[config.mk]
export PLATFORM = sky130hd
export DESIGN_NAME = servo_command_frame_parser_core
export DESIGN_NICKNAME = d
export VERILOG_FILES = /design/src/design/scfp_pkg.sv /design/src/design/scfp_ctrl.sv /design/src/design/scfp_dp.sv /design/src/design/servo_command_frame_parser_core.sv
export SDC_FILE = /design/constraint.sdc
export NUM_CORES = 1
export LEC_CHECK = 0
export BUFFER_PORTS_ARGS = -buffer_cell sky130_fd_sc_hd__buf_2
export CORE_AREA = 3 3 146 148
export CTS_CLUSTER_DIAMETER = 80
export DETAILED_ROUTE_END_ITERATION = 8
export DIE_AREA = 0 0 149 151
export PLACE_DENSITY = 0.77
export SETUP_SLACK_MARGIN = 0.2
export SYNTH_ARGS = -nofsm -noshare
export SYNTH_HDL_FRONTEND = slang
export SYNTH_SLANG_ARGS = --single-unit
[constraint.sdc]
create_clock -name clk -period 4.11 [get_ports clk]
set_clock_uncertainty 0.1 [all_clocks]
set_input_delay 0.822 -clock clk [delete_from_list [all_inputs] [get_ports clk]]
set_output_delay 0.822 -clock clk [all_outputs]
set_load 0.02 [all_outputs]
[src/design/scfp_pkg.sv]
// Shared types and constants of the servo command frame parser.
package scfp_pkg;

  localparam int BYTE_W = 8;
  localparam int IDX_W  = 5;
  localparam int CNT_W  = 4;
  localparam int CFG_IDX_W = 3;

  typedef enum logic [1:0] {
    EV_NONE   = 2'd0,
    EV_ENTRY  = 2'd1,
    EV_REJECT = 2'd2,
    EV_STOP   = 2'd3
  } event_t;

  typedef enum logic [CFG_IDX_W-1:0] {
    CFG_FRAME_START  = 3'd0,
    CFG_FRAME_END    = 3'd1,
    CFG_STOP         = 3'd2,
    CFG_ENGINE_FIRST = 3'd3,
    CFG_ENGINE_LAST  = 3'd4,
    CFG_DEGREE_LOW   = 3'd5,
    CFG_DEGREE_HIGH  = 3'd6
  } cfg_idx_t;

  localparam logic [BYTE_W-1:0] RST_FRAME_START  = 8'd91;
  localparam logic [BYTE_W-1:0] RST_FRAME_END    = 8'd93;
  localparam logic [BYTE_W-1:0] RST_STOP         = 8'd35;
  localparam logic [BYTE_W-1:0] RST_ENGINE_FIRST = 8'd65;
  localparam logic [BYTE_W-1:0] RST_ENGINE_LAST  = 8'd82;
  localparam logic [BYTE_W-1:0] RST_DEGREE_LOW   = 8'd128;
  localparam logic [BYTE_W-1:0] RST_DEGREE_HIGH  = 8'd255;

  typedef enum logic [1:0] {
    ST_IDLE    = 2'd0,
    ST_DECODE  = 2'd1,
    ST_SCAN_RD = 2'd2,
    ST_SCAN_WR = 2'd3
  } state_t;

  typedef struct packed {
    logic load;
    logic decode;
    logic scan_rd;
    logic scan_emit;
  } cmd_t;

  typedef struct packed {
    logic out_free;
    logic scan_req;
    logic scan_hold;
    logic scan_done;
  } sts_t;

endpackage

[src/design/scfp_ctrl.sv]
// Controller state machine of the servo command frame parser.
module scfp_ctrl (
  input  logic          clk,
  input  logic          rst_n,
  input  logic          in_valid,
  output logic          in_stall,
  input  scfp_pkg::sts_t sts,
  output scfp_pkg::cmd_t cmd
);
  import scfp_pkg::*;

  state_t state_r;
  state_t state_nxt;

  always_ff @(posedge clk) begin
    if (!rst_n) begin
      state_r <= ST_IDLE;
    end else begin
      state_r <= state_nxt;
    end
  end

  always_comb begin
    state_nxt = state_r;
    case (state_r)
      ST_IDLE: begin
        if (in_valid) state_nxt = ST_DECODE;
      end
      ST_DECODE: begin
        if (sts.out_free) begin
          state_nxt = sts.scan_req ? ST_SCAN_RD : ST_IDLE;
        end
      end
      ST_SCAN_RD: begin
        state_nxt = ST_SCAN_WR;
      end
      ST_SCAN_WR: begin
        if (!sts.scan_hold) begin
          state_nxt = sts.scan_done ? ST_IDLE : ST_SCAN_RD;
        end
      end
      default: begin
        state_nxt = ST_IDLE;
      end
    endcase
  end

  always_comb begin
    in_stall      = 1'b1;
    cmd.load      = 1'b0;
    cmd.decode    = 1'b0;
    cmd.scan_rd   = 1'b0;
    cmd.scan_emit = 1'b0;
    case (state_r)
      ST_IDLE: begin
        in_stall = 1'b0;
        cmd.load = in_valid;
      end
      ST_DECODE: begin
        cmd.decode = sts.out_free;
      end
      ST_SCAN_RD: begin
        cmd.scan_rd = 1'b1;
      end
      ST_SCAN_WR: begin
        cmd.scan_emit = !sts.scan_hold;
      end
      default: begin
        in_stall = 1'b1;
      end
    endcase
  end

endmodule

[src/design/scfp_dp.sv]
// Datapath of the servo command frame parser: registers, pending table and result register.
module scfp_dp #(
  parameter int MAX_FRAME_BYTES = 15,
  parameter int NUM_SERVOS      = 18
) (
  input  logic                              clk,
  input  logic                              rst_n,
  input  logic                              cfg_we,
  input  logic [scfp_pkg::CFG_IDX_W-1:0]    cfg_index,
  input  logic [scfp_pkg::BYTE_W-1:0]       cfg_wdata,
  input  logic [scfp_pkg::BYTE_W-1:0]       in_rx_byte,
  output logic                              out_valid,
  input  logic                              out_stall,
  output logic [1:0]                        out_event_res,
  output logic [scfp_pkg::IDX_W-1:0]        out_servo_index,
  output logic [scfp_pkg::BYTE_W-1:0]       out_servo_position,
  output logic                              out_last,
  input  scfp_pkg::cmd_t                    cmd,
  output scfp_pkg::sts_t                    sts
);
  import scfp_pkg::*;

  localparam int AW = (NUM_SERVOS > 1) ? $clog2(NUM_SERVOS) : 1;
  localparam logic [BYTE_W:0] NUM_SERVOS_C = (BYTE_W + 1)'(NUM_SERVOS);
  localparam logic [CNT_W-1:0] MAX_BYTES_C = CNT_W'(MAX_FRAME_BYTES);

  logic [BYTE_W-1:0] start_r, end_r, stop_r, eng_first_r, eng_last_r, deg_low_r, deg_high_r;

  logic [BYTE_W-1:0]     byte_r;
  logic                  in_frame_r, in_frame_nxt;
  logic [CNT_W-1:0]      count_r, count_nxt;
  logic                  eng_pend_r, eng_pend_nxt;
  logic [AW-1:0]         eng_sel_r, eng_sel_nxt;
  logic                  pair_seen_r, pair_seen_nxt;
  logic [NUM_SERVOS-1:0] pend_valid_r, pend_valid_nxt;
  logic [AW-1:0]         idx_r, idx_nxt;
  logic [BYTE_W-1:0]     rd_data_r;
  logic [BYTE_W-1:0]     pending_code [NUM_SERVOS];

  logic              out_valid_r, out_valid_nxt;
  event_t            out_event_r, out_event_nxt;
  logic [IDX_W-1:0]  out_index_r, out_index_nxt;
  logic [BYTE_W-1:0] out_pos_r, out_pos_nxt;
  logic              out_last_r, out_last_nxt;

  logic              is_start, is_end, is_stop;
  logic              mem_we;
  logic [CNT_W-1:0]  count_inc;
  logic [BYTE_W-1:0] eng_diff;
  logic              eng_hit, deg_hit;
  logic [NUM_SERVOS:0] valid_shift;
  logic              more_above;

  always_ff @(posedge clk) begin
    if (!rst_n) begin
      start_r     <= RST_FRAME_START;
      end_r       <= RST_FRAME_END;
      stop_r      <= RST_STOP;
      eng_first_r <= RST_ENGINE_FIRST;
      eng_last_r  <= RST_ENGINE_LAST;
      deg_low_r   <= RST_DEGREE_LOW;
      deg_high_r  <= RST_DEGREE_HIGH;
    end else if (cfg_we) begin
      case (cfg_idx_t'(cfg_index))
        CFG_FRAME_START:  start_r     <= cfg_wdata;
        CFG_FRAME_END:    end_r       <= cfg_wdata;
        CFG_STOP:         stop_r      <= cfg_wdata;
        CFG_ENGINE_FIRST: eng_first_r <= cfg_wdata;
        CFG_ENGINE_LAST:  eng_last_r  <= cfg_wdata;
        CFG_DEGREE_LOW:   deg_low_r   <= cfg_wdata;
        CFG_DEGREE_HIGH:  deg_high_r  <= cfg_wdata;
        default: begin
        end
      endcase
    end
  end

  assign is_start  = (byte_r == start_r);
  assign is_end    = !is_start && (byte_r == end_r);
  assign is_stop   = !is_start && !is_end && (byte_r == stop_r);
  assign count_inc = count_r + CNT_W'(1);
  assign eng_diff  = byte_r - eng_first_r;
  assign eng_hit   = (byte_r >= eng_first_r) && (byte_r <= eng_last_r);
  assign deg_hit   = (byte_r >= deg_low_r) && (byte_r <= deg_high_r);

  assign valid_shift = {1'b0, pend_valid_r} >> idx_r;
  assign more_above  = |valid_shift[NUM_SERVOS:1];

  assign sts.out_free  = !out_valid_r || !out_stall;
  assign sts.scan_req  = is_end && in_frame_r && pair_seen_r;
  assign sts.scan_hold = pend_valid_r[idx_r] && !sts.out_free;
  assign sts.scan_done = !more_above;

  always_comb begin
    in_frame_nxt   = in_frame_r;
    count_nxt      = count_r;
    eng_pend_nxt   = eng_pend_r;
    eng_sel_nxt    = eng_sel_r;
    pair_seen_nxt  = pair_seen_r;
    pend_valid_nxt = pend_valid_r;
    idx_nxt        = idx_r;
    mem_we         = 1'b0;
    out_valid_nxt  = out_valid_r && out_stall;
    out_event_nxt  = out_event_r;
    out_index_nxt  = out_index_r;
    out_pos_nxt    = out_pos_r;
    out_last_nxt   = out_last_r;

    if (cmd.decode) begin
      idx_nxt       = '0;
      out_valid_nxt = !sts.scan_req;
      out_event_nxt = EV_NONE;
      out_index_nxt = '0;
      out_pos_nxt   = '0;
      out_last_nxt  = 1'b1;
      if (is_start) begin
        pend_valid_nxt = '0;
        in_frame_nxt   = 1'b1;
        count_nxt      = '0;
        eng_pend_nxt   = 1'b0;
        pair_seen_nxt  = 1'b0;
      end else if (is_end) begin
        in_frame_nxt  = 1'b0;
        count_nxt     = '0;
        eng_pend_nxt  = 1'b0;
        pair_seen_nxt = 1'b0;
        if (!sts.scan_req) out_event_nxt = EV_REJECT;
      end else if (is_stop) begin
        pend_valid_nxt = '0;
        pair_seen_nxt  = 1'b0;
        out_event_nxt  = EV_STOP;
      end else if (!in_frame_r) begin
        out_event_nxt = EV_REJECT;
      end else if (byte_r != '0) begin
        count_nxt = count_inc;
        if (count_inc >= MAX_BYTES_C) begin
          in_frame_nxt  = 1'b0;
          count_nxt     = '0;
          eng_pend_nxt  = 1'b0;
          pair_seen_nxt = 1'b0;
          out_event_nxt = EV_REJECT;
        end else if (eng_hit) begin
          if ({1'b0, eng_diff} < NUM_SERVOS_C) begin
            eng_pend_nxt = 1'b1;
            eng_sel_nxt  = AW'(eng_diff);
          end
        end else if (eng_pend_r && deg_hit) begin
          eng_pend_nxt              = 1'b0;
          mem_we                    = 1'b1;
          pend_valid_nxt[eng_sel_r] = 1'b1;
          pair_seen_nxt             = 1'b1;
        end
      end
    end

    if (cmd.scan_emit) begin
      if (pend_valid_r[idx_r]) begin
        out_valid_nxt = 1'b1;
        out_event_nxt = EV_ENTRY;
        out_index_nxt = IDX_W'(idx_r);
        out_pos_nxt   = rd_data_r - deg_low_r;
        out_last_nxt  = !more_above;
      end
      if (more_above) idx_nxt = idx_r + AW'(1);
    end
  end

  always_ff @(posedge clk) begin
    if (!rst_n) begin
      in_frame_r   <= 1'b0;
      count_r      <= '0;
      eng_pend_r   <= 1'b0;
      eng_sel_r    <= '0;
      pair_seen_r  <= 1'b0;
      pend_valid_r <= '0;
      idx_r        <= '0;
      out_valid_r  <= 1'b0;
    end else begin
      in_frame_r   <= in_frame_nxt;
      count_r      <= count_nxt;
      eng_pend_r   <= eng_pend_nxt;
      eng_sel_r    <= eng_sel_nxt;
      pair_seen_r  <= pair_seen_nxt;
      pend_valid_r <= pend_valid_nxt;
      idx_r        <= idx_nxt;
      out_valid_r  <= out_valid_nxt;
    end
  end

  always_ff @(posedge clk) begin
    if (cmd.load) byte_r <= in_rx_byte;
    out_event_r <= out_event_nxt;
    out_index_r <= out_index_nxt;
    out_pos_r   <= out_pos_nxt;
    out_last_r  <= out_last_nxt;
  end

  always_ff @(posedge clk) begin
    if (mem_we) pending_code[eng_sel_r] <= byte_r;
    if (cmd.scan_rd) rd_data_r <= pending_code[idx_r];
  end

  assign out_valid          = out_valid_r;
  assign out_event_res      = out_event_r;
  assign out_servo_index    = out_index_r;
  assign out_servo_position = out_pos_r;
  assign out_last           = out_last_r;

  // A pair can only have been seen while some servo is still pending.
  a_pair_has_entry: assert property (@(posedge clk) disable iff (!rst_n)
    pair_seen_r |-> (pend_valid_r != '0))
    else $error("pair seen with an empty pending table");

  // Outside a frame the byte count and the engine selection flag are clear.
  a_idle_frame_clear: assert property (@(posedge clk) disable iff (!rst_n)
    !in_frame_r |-> (count_r == '0) && !eng_pend_r)
    else $error("frame state left over after close");

  // A decoded byte that does not start a scan always presents a result.
  a_decode_result: assert property (@(posedge clk) disable iff (!rst_n)
    cmd.decode && !sts.scan_req |=> out_valid_r && out_last_r)
    else $error("decoded byte produced no result");

  // Emitting a pending entry presents an entry result.
  a_scan_entry: assert property (@(posedge clk) disable iff (!rst_n)
    cmd.scan_emit && pend_valid_r[idx_r] |=> out_valid_r && (out_event_r == EV_ENTRY))
    else $error("pending entry not presented");

endmodule

[src/design/servo_command_frame_parser_core.sv]
// Top level of the servo command frame parser.
// Each received byte is captured in the idle state and decoded in the decode state once
// the result register is free. A frame end code that closes a frame with at least one
// command then walks the pending table through its single read port, with a read state
// and an emit state per entry, up to the highest pending servo. Results leave through a
// one-entry register, so a new byte is taken while the previous result waits.
module servo_command_frame_parser_core #(
  parameter int MAX_FRAME_BYTES = 15,
  parameter int NUM_SERVOS      = 18
) (
  input  logic                           clk,
  input  logic                           rst_n,
  input  logic                           cfg_we,
  input  logic [scfp_pkg::CFG_IDX_W-1:0] cfg_index,
  input  logic [scfp_pkg::BYTE_W-1:0]    cfg_wdata,
  input  logic                           in_valid,
  output logic                           in_stall,
  input  logic [scfp_pkg::BYTE_W-1:0]    in_rx_byte,
  output logic                           out_valid,
  input  logic                           out_stall,
  output logic [1:0]                     out_event_res,
  output logic [scfp_pkg::IDX_W-1:0]     out_servo_index,
  output logic [scfp_pkg::BYTE_W-1:0]    out_servo_position,
  output logic                           out_last
);
  import scfp_pkg::*;

  cmd_t cmd;
  sts_t sts;

  scfp_ctrl u_ctrl (
    .clk      (clk),
    .rst_n    (rst_n),
    .in_valid (in_valid),
    .in_stall (in_stall),
    .sts      (sts),
    .cmd      (cmd)
  );

  scfp_dp #(
    .MAX_FRAME_BYTES (MAX_FRAME_BYTES),
    .NUM_SERVOS      (NUM_SERVOS)
  ) u_dp (
    .clk                (clk),
    .rst_n              (rst_n),
    .cfg_we             (cfg_we),
    .cfg_index          (cfg_index),
    .cfg_wdata          (cfg_wdata),
    .in_rx_byte         (in_rx_byte),
    .out_valid          (out_valid),
    .out_stall          (out_stall),
    .out_event_res      (out_event_res),
    .out_servo_index    (out_servo_index),
    .out_servo_position (out_servo_position),
    .out_last           (out_last),
    .cmd                (cmd),
    .sts                (sts)
  );

endmodule

==> results.txt <==
WP data arrival: 3.82 ns
Cell Area, Synth: 0.0125 mm²
synth unique cells: 74
max_slew headroom: 26.4%
CP Max Fanout: 9
max_cap viols: 0
clk slew on worst S/H paths: 0.06 ns
RSZ-0062 raised after global routing: yes
Final WS setup: 0.342 ns
Avg WL per Cell: 20.6 µm
Final Max Slew Viols: 0
worst-skew pair later-pin latency: 0.53 ns
CTS tree: built
Max Buffers Root-to-Sink: 3
Worst Setup End Kind: flip-flop
Detailed Place HPWL: 19.5 mm
Setup TNS Final: 0 ns
vias in the first global route: 8077
Setup CP Type: flip-flop to flip-flop
Post-DRT Antenna Nets: 0
n_diodes: 0
grt total ovfl: 0
EDFF count, synth: 160
IO Pins: 42
initial antenna violation count: 0
Die Area: 0.0225 mm²
core box area: 0.0202 mm²
critical path required time: 4.17 ns
Avg Cell Area, Syn: 11.8 µm²
Hold Fails Final Rpt: 0
Starting DRT DRC Count: 858
area grow syn2layout: 11.6%
Cell Rows: 52
I/O Buffers: 41
fraction of layout cells with a size suffix above 1: 16.5%
CTS root buf: clkbuf_16
largest net degree at the start of global routing: 39
CTS Hold Bufs: 0
status: finished clean
worst path bufs/invs: 0
Hold Path Class: flip-flop to flip-flop
Async SR Flop Fraction: 0%
H-Tree Level Count: 1
kind of cell adding the most delay to the critical path: simple AND/OR/NAND/NOR gates
TritonCTS Buffers: 27
Period minus WS final: 3.77 ns
via-per-instance ratio: 6.13
Synth Register Bits: 270
die span in x: 149 µm
type of origin of the critical path: flip-flop
pre-CTS setup slack: 0.290 ns
critical path cell sequence: ha_1 -> a21o_1 -> a211o_1 -> o22ai_1 -> or3b_1 -> o2111a_1 -> nand4b_1 -> nor2_1
Synth Warn #: 0
power density cells: 416 mW/mm²
Total GRT Usage: 25.9%
ys flop type: edfxtp_1
Worst Tran Pin Value: 1.09 ns
most frequent cells in the layout: nand2_1, edfxtp_1, dfxtp_1
Design Area, Final: 0.0139 mm²
Max Fclk: 265 MHz
final net count: 1170
RD Place Congestion: 0.895
Fillers: 1440
clk sinks: 270
DRT Wirelength: 28.7 mm
chip height: 151 µm
period utilization: 91.7%
register area share after synthesis: 56.2%
Final setup viols: 0
first-pass GRT wire length: 45.1 mm
leakage: 4.88 nW
CP max stage cell: nor2_1
post-synthesis cell count: 1057
DR pass1 iterations: 7
Overall Power: 0.00579 W
syn nets: 1125
Initial Util: 61.9%
commonest non-fill, non-tap cell in the layout: nand2_1
DR DRC count: 0
VDD IR max: 0.314 mV
DP Area: 0.0130 mm²
via count: 8531
Crit path largest cell delay: 0.73 ns
==> power by group <==
part / internal, W / switching (W)
Combinational: 0.000105 / 0.000199
Sequential: 0.00289 / 0.0000285
Clock: 0.00157 / 0.000994
==> cell usage after synthesis (all sizes together) (3+ instances only) <==
| cell | count | area, µm² |
|---|---|---|
| nand4b | 3 | 26.3 |
| nand4 | 10 | 62.6 |
| nor2 | 48 | 190 |
| nor2b | 18 | 113 |
| o2111ai | 3 | 26.3 |
| buf | 23 | 131 |
| o211ai | 19 | 143 |
| or3b | 3 | 26.3 |
| a221o | 8 | 80.1 |
| ha | 42 | 526 |
| or3 | 4 | 25.0 |
| o31ai | 4 | 30.0 |
| nand3b | 4 | 30.0 |
| and2 | 4 | 25.0 |
| edfxtp | 160 | 4800 |
| a21o | 15 | 113 |
| o21bai | 5 | 37.5 |
| o21ai | 40 | 200 |
| xor2 | 22 | 193 |
| mux2 | 19 | 218 |
| a311oi | 3 | 26.3 |
| xnor2 | 13 | 114 |
| nor3 | 19 | 95.1 |
| nand3 | 26 | 130 |
| o21a | 13 | 97.6 |
| a31oi | 7 | 43.8 |
| mux4 | 37 | 845 |
| inv | 42 | 158 |
| nor4 | 13 | 81.3 |
| nor3b | 3 | 22.5 |
| a21oi | 56 | 280 |
| dfxtp | 110 | 2200 |
| or2 | 4 | 25.0 |
| o22ai | 3 | 18.8 |
| nand2b | 13 | 81.3 |
| nor4b | 3 | 26.3 |
| mux2i | 19 | 190 |
| nand2 | 164 | 616 |
| clkbuf | 24 | 91.3 |
==> per-stage QoR <==
step / util [%] / hold slack [ns] / cells
floorplan: - / 0.318 / 1057
global placement: 64.2 / 0.334 / 1341
detailed placement: 64.2 / 0.338 / 1341
CTS: 68.8 / 0.347 / 1389
global route: 69.1 / 0.362 / 1391
finish: 69.1 / 0.344 / 1391
==> layer usage <==
layer  share of wire [%]  global-route usage, %
met5                   0                      0
met4                 3.7                   9.52
met3                 7.7                   4.04
met2                  45                   39.1
met1                  44                   38.5
==> area by class of cell <==
cell class                      instances  area (µm²)  area share [%]
Timing Repair Buffer                   63         370            2.66
Sequential cell                       270        7010            50.3
Inverter                               42         158            1.13
Tap cell                              270         338            2.43
Clock buffer                           33         728            5.23
Multi-Input combinational cell        698        5120            36.7
Clock inverter                         15         206            1.48
==> sequential cells by signal, indices dropped and copies added, names as in the netlist, 2 cells and up <==
signal / count
u_ctrl.state_r: 2
u_dp.byte_r: 8
u_dp.count_r: 4
u_dp.deg_high_r: 8
u_dp.deg_low_r: 8
u_dp.end_r: 8
u_dp.eng_first_r: 8
u_dp.eng_last_r: 8
u_dp.eng_sel_r: 5
u_dp.idx_r: 5
u_dp.out_event_res: 2
u_dp.out_servo_index: 5
u_dp.out_servo_position: 8
u_dp.pend_valid_r: 18
u_dp.pending_code: 144
u_dp.rd_data_r: 8
u_dp.start_r: 8
u_dp.stop_r: 8
==> repair_timing <==
action                     in CTS  in global routing
resized for setup               0                 11
setup endpoints to repair       0                121
buffers inserted                0                  2
==> final timing paths <==
path	endpoint	cells after the start	start	slack, ns
worst max-delay path	u_dp.pending_code[2][1]	8	u_dp.byte_r[5]	0.34
worst min-delay path	u_dp.out_servo_index[4]	2	u_dp.out_servo_index[4]	0.34
worst max register to register	u_dp.pending_code[2][1]	8	u_dp.byte_r[5]	0.34
worst min register to register	u_dp.out_servo_index[4]	2	u_dp.out_servo_index[4]	0.34
==> logic make-up after synthesis <==
logic type,after synthesis,share of synthesized area [%]
compound gates,196,10.5
fa+ha+maj,44,4.53
flops,270,56.2
xor+xnor,35,2.46
simple gates,348,13.3
mux,75,10.0
buf+inv,89,3.05
==> worst reg2reg max path, cell delays in order, from the launching register on <==
cell	delay, ns
edfxtp_1	0.57
ha_1	0.45
a21o_1	0.20
a211o_1	0.28
o22ai_1	0.17
or3b_1	0.18
o2111a_1	0.27
nand4b_1	0.44
nor2_1	0.73
Note: power is estimated with default switching activity, not from simulation.
